===== config.mk =====
export PLATFORM = sky130hd
export DESIGN_NAME = presence_sleep_lamp_fsm_unit_flat
export DESIGN_NICKNAME = d
export VERILOG_FILES = /design/src/pslf_pkg.sv /design/src/pslf_if.sv /design/src/presence_sleep_lamp_fsm_unit.sv /design/src/pslf_ctl.sv /design/src/pslf_dp.sv /design/src/flat_wrapper.sv
export SDC_FILE = /design/constraint.sdc
export NUM_CORES = 2
export LEC_CHECK = 0
export BUFFER_PORTS_ARGS = -buffer_cell sky130_fd_sc_hd__buf_2
export CAP_MARGIN = 20
export CORE_ASPECT_RATIO = 1.75
export CORE_MARGIN = 2
export CORE_UTILIZATION = 45
export CTS_CLUSTER_SIZE = 10
export DETAILED_ROUTE_END_ITERATION = 8
export GPL_ROUTABILITY_DRIVEN = 0
export SETUP_SLACK_MARGIN = 0.15
export SYNTH_ARGS = -nofsm -noshare
export SYNTH_HDL_FRONTEND = slang
export SYNTH_SLANG_ARGS = --single-unit

===== constraint.sdc =====
create_clock -name clk -period 32.3 [get_ports clk]
set_clock_uncertainty 0.05 [all_clocks]
set_input_delay 1.615 -clock clk [delete_from_list [all_inputs] [get_ports clk]]
set_output_delay 1.615 -clock clk [all_outputs]
set_load 0.05 [all_outputs]

===== src/pslf_pkg.sv =====
// Shared types, codes and constants of the presence and sleep lamp mode controller.
package pslf_pkg;

	localparam int unsigned ENERGY_BITS = 16;
	localparam int unsigned TIME_BITS   = 32;
	localparam int unsigned PCT_BITS    = 8;
	localparam int unsigned LEVEL_BITS  = 16;
	localparam int unsigned FTIME_BITS  = 20;
	localparam int unsigned RES_BITS    = 5;
	localparam int unsigned CFG_IDX_BITS  = 2;
	localparam int unsigned CFG_DATA_BITS = 16;

	typedef enum logic [2:0] {
		MODE_ABSENT = 3'd0,
		MODE_AWAKE  = 3'd1,
		MODE_RELAX  = 3'd2,
		MODE_LIGHT  = 3'd3,
		MODE_DEEP   = 3'd4,
		MODE_WAKE   = 3'd5
	} lamp_mode_t;

	typedef enum logic [CFG_IDX_BITS-1:0] {
		CFG_AWAKE_TH = 2'd0,
		CFG_RELAX_TH = 2'd1,
		CFG_DEEP_TH  = 2'd2,
		CFG_LED_RES  = 2'd3
	} cfg_index_t;

	typedef struct packed {
		logic load_in;
		logic calc;
		logic mul;
		logic finish;
	} ctl_cmd_t;

	typedef struct packed {
		logic out_full;
	} dp_sts_t;

endpackage


===== src/pslf_if.sv =====
// Channel interfaces: sensor update words, fade command words and register writes.
interface pslf_sensor_if;
	import pslf_pkg::*;
	logic                   valid;
	logic                   ready;
	logic                   auto_mode;
	logic [PCT_BITS-1:0]    brightness_percent;
	logic                   movement;
	logic                   presence;
	logic [ENERGY_BITS-1:0] energy_level;
	logic [TIME_BITS-1:0]   now_ms;

	modport source (output valid, auto_mode, brightness_percent, movement, presence,
		energy_level, now_ms, input ready);
	modport sink (input valid, auto_mode, brightness_percent, movement, presence,
		energy_level, now_ms, output ready);
endinterface

interface pslf_fade_if;
	import pslf_pkg::*;
	logic                  valid;
	logic                  ready;
	logic [2:0]            mode_now;
	logic                  fade_start;
	logic                  fade_out;
	logic [LEVEL_BITS-1:0] fade_level;
	logic [FTIME_BITS-1:0] fade_time_ms;

	modport source (output valid, mode_now, fade_start, fade_out, fade_level, fade_time_ms,
		input ready);
	modport sink (input valid, mode_now, fade_start, fade_out, fade_level, fade_time_ms,
		output ready);
endinterface

interface pslf_cfg_if;
	import pslf_pkg::*;
	logic                     valid;
	logic                     ready;
	logic [CFG_IDX_BITS-1:0]  index;
	logic [CFG_DATA_BITS-1:0] data;

	modport source (output valid, index, data, input ready);
	modport sink (input valid, index, data, output ready);
endinterface


===== src/presence_sleep_lamp_fsm_unit.sv =====
// Top level of the presence and sleep lamp mode controller.
//  channel  | role   | word
//  sensor   | sink   | auto_mode, brightness_percent, movement, presence, energy_level, now_ms
//  fade     | source | mode_now, fade_start, fade_out, fade_level, fade_time_ms
//  cfg      | sink   | index, data (always ready)
// Each sensor word passes accept, mode step with scale, percent multiply and divide by 100 in turn;
// the next word is taken only after the last of them. Both divides are reciprocal multiplies.
// The fade word sits in an output register; a new sensor word is taken while it waits.
// The level step holds while the previous fade word is not taken.
// Reset clears the mode to absent, the entry time to zero and the thresholds; resolution 8.
module presence_sleep_lamp_fsm_unit (
	input  logic        clk,
	input  logic        arst_n,
	pslf_sensor_if.sink sensor,
	pslf_fade_if.source fade,
	pslf_cfg_if.sink    cfg
);
	import pslf_pkg::*;

	ctl_cmd_t cmd;
	dp_sts_t  sts;
	logic     in_ready;

	assign sensor.ready = in_ready;

	pslf_ctl u_ctl (
		.clk      (clk),
		.arst_n   (arst_n),
		.in_valid (sensor.valid),
		.in_ready (in_ready),
		.sts      (sts),
		.cmd      (cmd)
	);

	pslf_dp u_dp (
		.clk    (clk),
		.arst_n (arst_n),
		.cmd    (cmd),
		.sts    (sts),
		.sensor (sensor),
		.cfg    (cfg),
		.fade   (fade)
	);

endmodule


===== src/pslf_ctl.sv =====
// Sequencer: accept a sensor word, then run the mode, scale and level steps.
module pslf_ctl (
	input  logic              clk,
	input  logic              arst_n,
	input  logic              in_valid,
	output logic              in_ready,
	input  pslf_pkg::dp_sts_t sts,
	output pslf_pkg::ctl_cmd_t cmd
);
	import pslf_pkg::*;

	typedef enum logic [3:0] {
		ST_IDLE = 4'b0001,
		ST_CALC = 4'b0010,
		ST_MUL  = 4'b0100,
		ST_DIV  = 4'b1000
	} ctl_state_t;

	ctl_state_t state_q, state_d;

	always_comb begin
		state_d     = state_q;
		in_ready    = 1'b0;
		cmd         = '0;
		case (state_q)
			ST_IDLE: begin
				in_ready = 1'b1;
				if (in_valid) begin
					cmd.load_in = 1'b1;
					state_d     = ST_CALC;
				end
			end
			ST_CALC: begin
				cmd.calc = 1'b1;
				state_d  = ST_MUL;
			end
			ST_MUL: begin
				cmd.mul = 1'b1;
				state_d = ST_DIV;
			end
			ST_DIV: begin
				// hold until the output register is free
				if (!sts.out_full) begin
					cmd.finish = 1'b1;
					state_d    = ST_IDLE;
				end
			end
			default: state_d = ST_IDLE;
		endcase
	end

	always_ff @(posedge clk or negedge arst_n) begin
		if (!arst_n) begin
			state_q <= ST_IDLE;
		end else begin
			state_q <= state_d;
		end
	end

endmodule


===== src/pslf_dp.sv =====
// Datapath: registers, mode rules, timeouts and fade level arithmetic.
module pslf_dp (
	input  logic               clk,
	input  logic               arst_n,
	input  pslf_pkg::ctl_cmd_t cmd,
	output pslf_pkg::dp_sts_t  sts,
	pslf_sensor_if.sink        sensor,
	pslf_cfg_if.sink           cfg,
	pslf_fade_if.source        fade
);
	import pslf_pkg::*;

	localparam logic [TIME_BITS-1:0] TMO_AWAKE = TIME_BITS'(5 * 60 * 1000);
	localparam logic [TIME_BITS-1:0] TMO_RELAX = TIME_BITS'(15 * 60 * 1000);
	localparam logic [TIME_BITS-1:0] TMO_WAKE  = TIME_BITS'(20 * 60 * 1000);
	localparam logic [20:0] RECIP10  = 21'd1677722;   // ceil(2^24 / 10)
	localparam logic [23:0] RECIP100 = 24'd10737419;  // ceil(2^30 / 100)
	localparam logic [6:0]  PCT_MAX  = 7'd100;

	logic [ENERGY_BITS-1:0] awake_th_q, relax_th_q, deep_th_q;
	logic [RES_BITS-1:0]    led_res_q;
	lamp_mode_t             mode_q;
	logic [TIME_BITS-1:0]   entry_q;

	logic                   auto_q, mov_q, pres_q;
	logic [6:0]             pct_q;
	logic [ENERGY_BITS-1:0] energy_q;
	logic [TIME_BITS-1:0]   now_q;

	lamp_mode_t             mode_s1;
	logic                   changed_s1;
	logic [LEVEL_BITS-1:0]  fs_s1;
	logic [39:0]            p1_s1;
	logic [22:0]            p2_s2;

	logic                   out_valid_q;

	function automatic lamp_mode_t next_mode(input lamp_mode_t m, input logic mov,
		input logic pres, input logic [ENERGY_BITS-1:0] e, input logic tmo,
		input logic [ENERGY_BITS-1:0] t1, input logic [ENERGY_BITS-1:0] t2,
		input logic [ENERGY_BITS-1:0] t3);
		lamp_mode_t r;
		r = m;
		if (m != MODE_ABSENT && !pres && !mov) begin
			r = MODE_ABSENT;
		end else begin
			case (m)
				MODE_AWAKE: begin
					if (!mov && e <= t1 && tmo) r = MODE_RELAX;
				end
				MODE_RELAX: begin
					if (mov && e > t1) r = MODE_AWAKE;
					else if (e <= t2 && tmo) r = MODE_LIGHT;
				end
				MODE_LIGHT: begin
					if (mov && e > t2) r = MODE_RELAX;
					else if (e <= t3) r = MODE_DEEP;
				end
				MODE_DEEP: begin
					if (mov && e > t3) r = MODE_WAKE;
				end
				MODE_WAKE: begin
					if (mov && e > t1) r = MODE_AWAKE;
					else if (!mov && e <= t2 && tmo) r = MODE_RELAX;
				end
				default: begin
					if (pres && !mov) r = MODE_RELAX;
					else if (mov) r = MODE_AWAKE;
					else r = MODE_ABSENT;
				end
			endcase
		end
		return r;
	endfunction

	// mode step
	logic [TIME_BITS-1:0]  elapsed;
	logic                  tmo;
	lamp_mode_t            nxt;
	logic [4:0]            res;
	logic [LEVEL_BITS-1:0] fs;
	logic [18:0]           fs_k;

	always_comb begin
		elapsed = now_q - entry_q;
		case (mode_q)
			MODE_AWAKE: tmo = elapsed > TMO_AWAKE;
			MODE_RELAX: tmo = elapsed > TMO_RELAX;
			MODE_WAKE:  tmo = elapsed > TMO_WAKE;
			default:    tmo = 1'b0;
		endcase
		if (auto_q) begin
			nxt = next_mode(mode_q, mov_q, pres_q, energy_q, tmo,
				awake_th_q, relax_th_q, deep_th_q);
		end else begin
			nxt = MODE_ABSENT;
		end
		res  = (led_res_q > 5'd16) ? 5'd16 : led_res_q;
		fs   = LEVEL_BITS'((17'd1 << res) - 17'd1);
		case (nxt)
			MODE_RELAX: fs_k = {3'd0, fs} * 19'd7;
			MODE_LIGHT: fs_k = {3'd0, fs} * 19'd3;
			MODE_WAKE:  fs_k = {3'd0, fs} * 19'd5;
			default:    fs_k = {3'd0, fs};
		endcase
	end

	// scale and level steps
	logic [LEVEL_BITS-1:0] scale;
	logic [46:0]           p3;
	logic                  fout;
	logic [FTIME_BITS-1:0] ftime;

	always_comb begin
		scale = (mode_s1 == MODE_AWAKE) ? fs_s1 : p1_s1[39:24];
		p3    = {24'd0, p2_s2} * {23'd0, RECIP100};
		case (mode_s1)
			MODE_AWAKE: begin fout = 1'b0; ftime = FTIME_BITS'(1000); end
			MODE_RELAX: begin fout = 1'b0; ftime = FTIME_BITS'(2000); end
			MODE_LIGHT: begin fout = 1'b0; ftime = FTIME_BITS'(3000); end
			MODE_DEEP:  begin fout = 1'b1; ftime = FTIME_BITS'(5000); end
			MODE_WAKE:  begin fout = 1'b0; ftime = FTIME_BITS'(15 * 60 * 1000); end
			default:    begin fout = 1'b1; ftime = FTIME_BITS'(2000); end
		endcase
	end

	assign cfg.ready    = 1'b1;
	assign sts.out_full = out_valid_q && !fade.ready;
	assign fade.valid   = out_valid_q;

	always_ff @(posedge clk or negedge arst_n) begin
		if (!arst_n) begin
			awake_th_q  <= '0;
			relax_th_q  <= '0;
			deep_th_q   <= '0;
			led_res_q   <= RES_BITS'(8);
			mode_q      <= MODE_ABSENT;
			entry_q     <= '0;
			out_valid_q <= 1'b0;
		end else begin
			if (cfg.valid) begin
				case (cfg.index)
					CFG_AWAKE_TH: awake_th_q <= cfg.data[ENERGY_BITS-1:0];
					CFG_RELAX_TH: relax_th_q <= cfg.data[ENERGY_BITS-1:0];
					CFG_DEEP_TH:  deep_th_q  <= cfg.data[ENERGY_BITS-1:0];
					CFG_LED_RES:  led_res_q  <= cfg.data[RES_BITS-1:0];
					default: ;
				endcase
			end
			if (cmd.calc) begin
				mode_q <= nxt;
				if (!auto_q || nxt != mode_q) entry_q <= now_q;
			end
			if (cmd.finish) begin
				out_valid_q <= 1'b1;
			end else if (fade.ready) begin
				out_valid_q <= 1'b0;
			end
		end
	end

	always_ff @(posedge clk) begin
		if (cmd.load_in) begin
			auto_q   <= sensor.auto_mode;
			mov_q    <= sensor.movement;
			pres_q   <= sensor.presence;
			pct_q    <= (sensor.brightness_percent > PCT_BITS'(PCT_MAX)) ?
				PCT_MAX : sensor.brightness_percent[6:0];
			energy_q <= sensor.energy_level;
			now_q    <= sensor.now_ms;
		end
		if (cmd.calc) begin
			mode_s1    <= nxt;
			changed_s1 <= nxt != mode_q;
			fs_s1      <= fs;
			p1_s1      <= {21'd0, fs_k} * {19'd0, RECIP10};
		end
		if (cmd.mul) begin
			p2_s2 <= {16'd0, pct_q} * {7'd0, scale};
		end
		if (cmd.finish) begin
			fade.mode_now     <= mode_s1;
			fade.fade_start   <= changed_s1;
			fade.fade_out     <= changed_s1 && fout;
			fade.fade_level   <= (changed_s1 && !fout) ? p3[45:30] : '0;
			fade.fade_time_ms <= changed_s1 ? ftime : '0;
		end
	end

endmodule


===== src/flat_wrapper.sv =====
// flat-port wrapper written by rule: the top's interface ports become plain ports
module presence_sleep_lamp_fsm_unit_flat import pslf_pkg::*;
  (clk, arst_n, sensor_valid, sensor_auto_mode, sensor_brightness_percent, sensor_movement, sensor_presence, sensor_energy_level, sensor_now_ms, sensor_ready, fade_valid, fade_mode_now, fade_fade_start, fade_fade_out, fade_fade_level, fade_fade_time_ms, fade_ready, cfg_valid, cfg_index, cfg_data, cfg_ready);
  pslf_sensor_if sensor_i ();
  pslf_fade_if fade_i ();
  pslf_cfg_if cfg_i ();
  input  logic clk;
  input  logic arst_n;
  input wire logic [$bits(sensor_i.valid)-1:0] sensor_valid;
  input wire logic [$bits(sensor_i.auto_mode)-1:0] sensor_auto_mode;
  input wire logic [$bits(sensor_i.brightness_percent)-1:0] sensor_brightness_percent;
  input wire logic [$bits(sensor_i.movement)-1:0] sensor_movement;
  input wire logic [$bits(sensor_i.presence)-1:0] sensor_presence;
  input wire logic [$bits(sensor_i.energy_level)-1:0] sensor_energy_level;
  input wire logic [$bits(sensor_i.now_ms)-1:0] sensor_now_ms;
  output wire logic [$bits(sensor_i.ready)-1:0] sensor_ready;
  output wire logic [$bits(fade_i.valid)-1:0] fade_valid;
  output wire logic [$bits(fade_i.mode_now)-1:0] fade_mode_now;
  output wire logic [$bits(fade_i.fade_start)-1:0] fade_fade_start;
  output wire logic [$bits(fade_i.fade_out)-1:0] fade_fade_out;
  output wire logic [$bits(fade_i.fade_level)-1:0] fade_fade_level;
  output wire logic [$bits(fade_i.fade_time_ms)-1:0] fade_fade_time_ms;
  input wire logic [$bits(fade_i.ready)-1:0] fade_ready;
  input wire logic [$bits(cfg_i.valid)-1:0] cfg_valid;
  input wire logic [$bits(cfg_i.index)-1:0] cfg_index;
  input wire logic [$bits(cfg_i.data)-1:0] cfg_data;
  output wire logic [$bits(cfg_i.ready)-1:0] cfg_ready;
  assign sensor_i.valid = sensor_valid;
  assign sensor_i.auto_mode = sensor_auto_mode;
  assign sensor_i.brightness_percent = sensor_brightness_percent;
  assign sensor_i.movement = sensor_movement;
  assign sensor_i.presence = sensor_presence;
  assign sensor_i.energy_level = sensor_energy_level;
  assign sensor_i.now_ms = sensor_now_ms;
  assign sensor_ready = sensor_i.ready;
  assign fade_valid = fade_i.valid;
  assign fade_mode_now = fade_i.mode_now;
  assign fade_fade_start = fade_i.fade_start;
  assign fade_fade_out = fade_i.fade_out;
  assign fade_fade_level = fade_i.fade_level;
  assign fade_fade_time_ms = fade_i.fade_time_ms;
  assign fade_i.ready = fade_ready;
  assign cfg_i.valid = cfg_valid;
  assign cfg_i.index = cfg_index;
  assign cfg_i.data = cfg_data;
  assign cfg_ready = cfg_i.ready;
  presence_sleep_lamp_fsm_unit u_core (.clk(clk), .arst_n(arst_n), .sensor(sensor_i), .fade(fade_i), .cfg(cfg_i));
endmodule

=== After elaboration in Yosys (flattened, before gate mapping) ===
Cells that the tools add are included.

* Bits in registers: 274
* Latch bits: 0
* RAM bits: 0
* Memory bits (read-only): 0
* Word-level logic and storage cells: 127
* Memories: 0

* $add $sub $neg: 2
* Multiply operators: 6
* Div/mod/pow operators: 0
* Magnitude comparators: 11
* Equality and inequality tests: 23
* Shift-type cells: 1
* Multiplexer cells: 31
* Bitwise logic cells: 0
* Reduce and logical (&&, ||, !) cells: 29

{| class="wikitable"
|+ Operators by type and width
! operator !! count
|-
| 20-bit one-hot mux with 4 select lines || 1
|-
| 19-bit one-hot mux with 3 select lines || 1
|-
| 16-bit greater-than comparator || 3
|-
| 16-bit <= comparator || 3
|-
| 23-bit by 24-bit multiplier with 46-bit output (second input constant) || 1
|-
| 19-bit by 20-bit multiplier with 39-bit output (second input constant) || 1
|-
| 16-bit by 3-bit multiplier with 19-bit output (second input constant) || 2
|-
| 32-bit by 19-bit greater-than comparator with 1-bit output (second input constant) || 1
|-
| 32-bit by 20-bit greater-than comparator with 1-bit output (second input constant) || 1
|-
| 32-bit by 21-bit greater-than comparator with 1-bit output (second input constant) || 1
|-
| 32-bit subtractor || 1
|-
| 3-bit 2-to-1 mux || 10
|-
| 7-bit by 16-bit multiplier with 23-bit output || 1
|-
| 3-bit by 2-bit equality test with 1-bit output (second input constant) || 6
|-
| 16-bit by 2-bit multiplier with 18-bit output (second input constant) || 1
|-
| 16-bit 2-to-1 mux || 1
|-
| 4-bit one-hot mux with 4 select lines || 1
|-
| 1-bit by 5-bit left shift with 16-bit output (first input constant) || 1
|-
| 16-bit by 1-bit subtractor with 16-bit output (second input constant) || 1
|-
| 3-bit equality test (second input constant) || 5
|-
| 3-bit one-hot mux with 5 select lines || 1
|-
| 1-bit logical AND || 14
|-
| 2-bit AND reduction || 6
|-
| 1-bit 2-to-1 mux || 11
|-
| 21 further kinds || 28
|}

=== Logic depth before layout (Yosys ltp) ===
* Depth after elaboration: 12
* Depth in mapped cells: 56
* Mapped depth without buffers: 53

=== Least setup slack after synthesis ===
OpenSTA, ideal clock, no wires.

* Kind: register -> register
* From: register u_core.u_dp.now_q[0]
* To: register u_core.u_dp.p1_s1[38], data pin
* Data arrival time: 11.103 ns
* Required time: 31.989 ns
* Path slack: 20.886 ns
* Cell stages (with the launch flop): 50
* Path buffers: 2
* Cell sequence: edfxtp_1 > inv_1 > ha_1 > inv_1 > fa_1 > a211oi_1 > o21ai_1 > o311a_1 > a211oi_1 > or4_4 > nand3_1 > a2111o_1 > or4_4 > or3b_1 > a2111o_1 > a21oi_4 > or2_1 > buf_2 > [14 not listed] > ha_1 > a21o_1 > a21o_1 > a21o_1 > a21o_1 > a21o_1 > a21oi_1 > nor2b_1 > o21ai_0 > nand2b_1 > a21oi_1 > nor2b_1 > o21ai_0 > nand2b_1 > a22o_1 > a31oi_1 > a21oi_1 > a311o_1

* Word-level cells in the longest chain between the ends: 12
* Elaborated cells on any way between the ends: 21
* Those cells by class: add/sub (1); mul (1); order compare (3); eq/ne (3); mux (10); reduce/logical (3)

{| class="wikitable"
|+ Ends and longest elaborated chain
! element !! line !! text
|-
| start, declared || pslf_dp.sv:28 || <nowiki>logic [TIME_BITS-1:0] now_q;</nowiki>
|-
| start signal, assigned || pslf_dp.sv:170 || <nowiki>now_q <= sensor.now_ms;</nowiki>
|-
| 32-bit subtractor (*) || pslf_dp.sv:85 || <nowiki>elapsed = now_q - entry_q;</nowiki>
|-
| 32-bit by 21-bit greater-than comparator with 1-bit output, or another cell as far along || pslf_dp.sv:89 || <nowiki>MODE_WAKE: tmo = elapsed > TMO_WAKE;</nowiki>
|-
| 1-bit one-hot mux with 3 select lines (*) || pslf_dp.sv:86 || <nowiki>case (mode_q)</nowiki>
|-
| 1-bit logical AND (on tied branches) || pslf_dp.sv:64, pslf_dp.sv:53 ||
|-
| 3-bit 2-to-1 mux (on tied branches) || pslf_dp.sv:64, pslf_dp.sv:53 ||
|-
| 3-bit 2-to-1 mux (on tied branches) || pslf_dp.sv:63, pslf_dp.sv:52 ||
|-
| 3-bit one-hot mux with 5 select lines (*) || pslf_dp.sv:47 || <nowiki>case (m)</nowiki>
|-
| 3-bit 2-to-1 mux (*) || pslf_dp.sv:44 || <nowiki>if (m != MODE_ABSENT && !pres && !mov) begin</nowiki>
|-
| 3-bit 2-to-1 mux (*) || pslf_dp.sv:92 || <nowiki>if (auto_q) begin</nowiki>
|-
| 3-bit equality test / 3-bit by 2-bit equality test with 1-bit output (equally long branches) || pslf_dp.sv:100 || <nowiki>case (nxt)</nowiki>
|-
| 19-bit one-hot mux with 3 select lines (*) || pslf_dp.sv:100 ||
|-
| 19-bit by 20-bit multiplier with 39-bit output (*) || pslf_dp.sv:176 || <nowiki>p1_s1 <= {21'd0, fs_k} * {19'd0, RECIP10};</nowiki>
|-
| end signal, assigned || pslf_dp.sv:176 ||
|-
| end, declared || pslf_dp.sv:33 || <nowiki>logic [39:0] p1_s1;</nowiki>
|}

Mark *: on every way between the ends. The rest lies on a longest branch, timed or not.
A chain may end at the register's enable or synchronous reset.

=== Final worst setup path ===
* From: register u_core.u_dp.led_res_q[2]
* To: register u_core.u_dp.p1_s1[38], data pin

* Word-level cells in the longest chain between the ends: 7
* Elaborated cells on any way between the ends: 9
* Those cells by class: add/sub (1); mul (4); order compare (1); shift (1); mux (2)

{| class="wikitable"
|+ Ends and longest elaborated chain
! element !! line !! text
|-
| start, declared || pslf_dp.sv:21 || <nowiki>logic [RES_BITS-1:0] led_res_q;</nowiki>
|-
| start signal, assigned || pslf_dp.sv:146 || <nowiki>CFG_LED_RES: led_res_q <= cfg.data[RES_BITS-1:0];</nowiki>
|-
| 5-bit greater-than comparator || pslf_dp.sv:98 || <nowiki>res = (led_res_q > 5'd16) ? 5'd16 : led_res_q;</nowiki>
|-
| 5-bit 2-to-1 mux (*) || pslf_dp.sv:98 ||
|-
| 1-bit by 5-bit left shift with 16-bit output (*) || pslf_dp.sv:99 || <nowiki>fs = LEVEL_BITS'((17'd1 << res) - 17'd1);</nowiki>
|-
| 16-bit by 1-bit subtractor with 16-bit output (*) || pslf_dp.sv:99 ||
|-
| named net u_core.u_dp.fs[0] || pslf_dp.sv:81 || <nowiki>logic [LEVEL_BITS-1:0] fs;</nowiki>
|-
| 16-bit by 3-bit multiplier with 19-bit output, or another cell as far along || pslf_dp.sv:103 || <nowiki>MODE_WAKE: fs_k = {3'd0, fs} * 19'd5;</nowiki>
|-
| 19-bit one-hot mux with 3 select lines (*) || pslf_dp.sv:100 ||
|-
| 19-bit by 20-bit multiplier with 39-bit output (*) || pslf_dp.sv:176 ||
|}

The timed path passes the listed nets; every way through them passes the cells marked *.

==> results.cfg <==
[clock_network]
cts_tree = built
cts-resized-gates = 0
cts_buffers = 30
clock-root-buffer = clkbuf_16
cts_max_path_buffers = 3
cts_setup_buffers = 0
path_clk_slew_ps = 60
cts_sinks = 240
htree_levels = 1
cts-hold-fix-buffers = 0
clk-insertion-delay-late_ps = 630

[drt]
route.detailed.drc = 0
drt-initial-drc-count = 742
ant_nets = 0
wl_um = 82200
first_pass_iters = 5
avgViaCountPerCell = 5.34
route.vias.total = 23014
wl_per_cell_um = 19.1

[worst_setup_path]
critical_path_cell_count = 48
crit_family = compound AO/OA/AOI/OAI gates
startpoint_type = flop
ff2ff_path_depth = 48
cp_slowest_stage_delay_ps = 840
crit_required_ps = 32590
cpMostUsedCell = inv_1
crit_buf_inv = 7
crit_type = reg -> reg
cp.arrival_ps = 13690
cp_max_fo = 19
end_kind = flop
slowest_stage = xnor2_1

[global_routing]
grt_max_degree = 67
met3_usage = 0.0168
antenna_found_initial = 1
grtUsageMet2 = 0.452
grt.met1_usage = 0.220
overflow = 0
grt_most_used_layer = met2
grt_pass1_wl_um = 133000
grt_pass1_vias = 25252
grt_usage = 0.227

[floorplanning]
rows = 130
fp.dieW_um = 207
die_h_um = 360
initial_core_util = 0.455
ios = 126
dieArea_um2 = 74700
core_um2 = 71700

[yosys]
async_reset_ff_frac = 0.388
synth_edf_count = 147
synth.avg_cell_area_um2 = 10.0
yosys_warnings = 0
synth_ff_type = edfxtp_1
ys_top_cells_by_area = fa_1, ha_1, edfxtp_1
ys_types = 89
syn-cell-area_um2 = 32600
yosysTopAreaCell = fa_1
synth_seq_cells = 240
syn_inst = 3255
yosysTopAreaCellShare = 0.233
seq_area_frac_synth = 0.207

[worst_hold_path]
min_path_cells = 1
hold_path_class = reg -> reg

[run]
drv_cap = 0

[finish]
syn2layout_area_growth_pct = 8.03
final_common_cell = inv_1
instances_no_fill = 4312
drive_gt1_frac = 0.0779
finish.utilization = 0.491
finalNetCount = 4376
antenna_cells = 0
final.fill_count = 6782
final_area_um2 = 35200
final_cell_mix = inv_1, ha_1, fa_1

[sta]
rsz0062_at_grt = false
tns_ps = 0
setup_viol = 0
max_freq_mhz = 74.6
finalWorstPathRequiredPeriod_ps = 13400
worst_pin_slew_ps = 1060
finalCritPeriodShare = 0.415
max_slew_margin = 0.288
finalHoldViolCount = 0
final_max_slew_viol_count = 0

[status]
status = complete, no violations

[placement]
io_buffer_count = 119
dpl.cell_count = 4254
placed_area_um2 = 34200
hpwlAfterDp_um = 70500
## final cells by class
cell class / instances / area [um^2] / share of cell area
Clock buffer: 52 / 906 / 0.0257
Clock inverter: 4 / 47.5 / 0.00135
Inverter: 691 / 2590 / 0.0736
Multi-Input combinational cell: 2265 / 23000 / 0.653
Sequential cell: 240 / 6740 / 0.191
Tap cell: 924 / 1160 / 0.0328
Timing Repair Buffer: 136 / 763 / 0.0217
## per-stage QoR
| step | hold WS [ps] | setup slack (ps) |
|---|---|---|
| after global placement | 423 | 19180 |
| final | 438 | 18900 |
| after floorplan | 406 | 20890 |
| after CTS | 444 | 18910 |
| after detailed placement | 431 | 19020 |
| after global routing | 450 | 17900 |
## final timing paths
path,slack [ps],from,endpoint
max in group asynchronous,30060,arst_n,u_core.u_ctl.state_q[3]
max,18900,u_core.u_dp.led_res_q[2],u_core.u_dp.p1_s1[38]
max reg2reg,18900,u_core.u_dp.led_res_q[2],u_core.u_dp.p1_s1[38]
min reg2reg,440,u_core.u_dp.entry_q[16],u_core.u_dp.entry_q[16]
min,440,u_core.u_dp.entry_q[16],u_core.u_dp.entry_q[16]
min in group asynchronous,850,arst_n,u_core.u_dp.awake_th_q[15]
## state kept, by name, summed over array words and instances, names as in the netlist, 7 cells and up
name                           cells
u_core.u_dp.deep_th_q             16
u_core.u_dp.fade.fade_time_ms      9
u_core.u_dp.p1_s1                 16
u_core.u_dp.now_q                 32
u_core.u_dp.energy_q              16
u_core.u_dp.fs_s1                 16
u_core.u_dp.fade.fade_level       16
u_core.u_dp.awake_th_q            16
u_core.u_dp.relax_th_q            16
u_core.u_dp.p2_s2                 23
u_core.u_dp.pct_q                  7
u_core.u_dp.entry_q               32
## metal layers
layer	wire, um	part of all wire
met1	28200	0.34
met2	45800	0.56
met4	6140	0.075
met3	1990	0.024
met5	14	0.00017
## kinds of logic (layout without fill, tap and decap cells)
kind of cell             Yosys count  count (layout)  share of synthesized area
flip-flops                       240             240                      0.207
AND/OR/NAND/NOR                  600             600                     0.0924
adder cells (fa/ha/maj)          930             930                      0.444
XOR/XNOR                         109             109                     0.0293
other                              2               6                   0.000230
buffers and inverters            754             883                     0.0886
AO/OA/AOI/OAI                    521             521                      0.105
multiplexers                      99              99                     0.0337
## synthesized netlist by cell type, types with 20 or more instances
cell type	number
a21o_1	66
a21oi_1	132
a31oi_1	20
and2_1	43
clkbuf_1	42
dfrtp_1	91
edfxtp_1	147
fa_1	380
ha_1	550
inv_1	690
mux2_1	28
mux2_2	57
nand2_1	188
nand2b_1	24
nand3_1	36
nand4_1	23
nor2_1	114
nor2b_1	47
nor3_1	37
o21a_1	23
o21ai_0	107
o21bai_1	28
xnor2_1	74
xor2_1	35
Power is not shown: default switching activity piles up to over one toggle a cycle in this logic, so the estimate is an artifact.
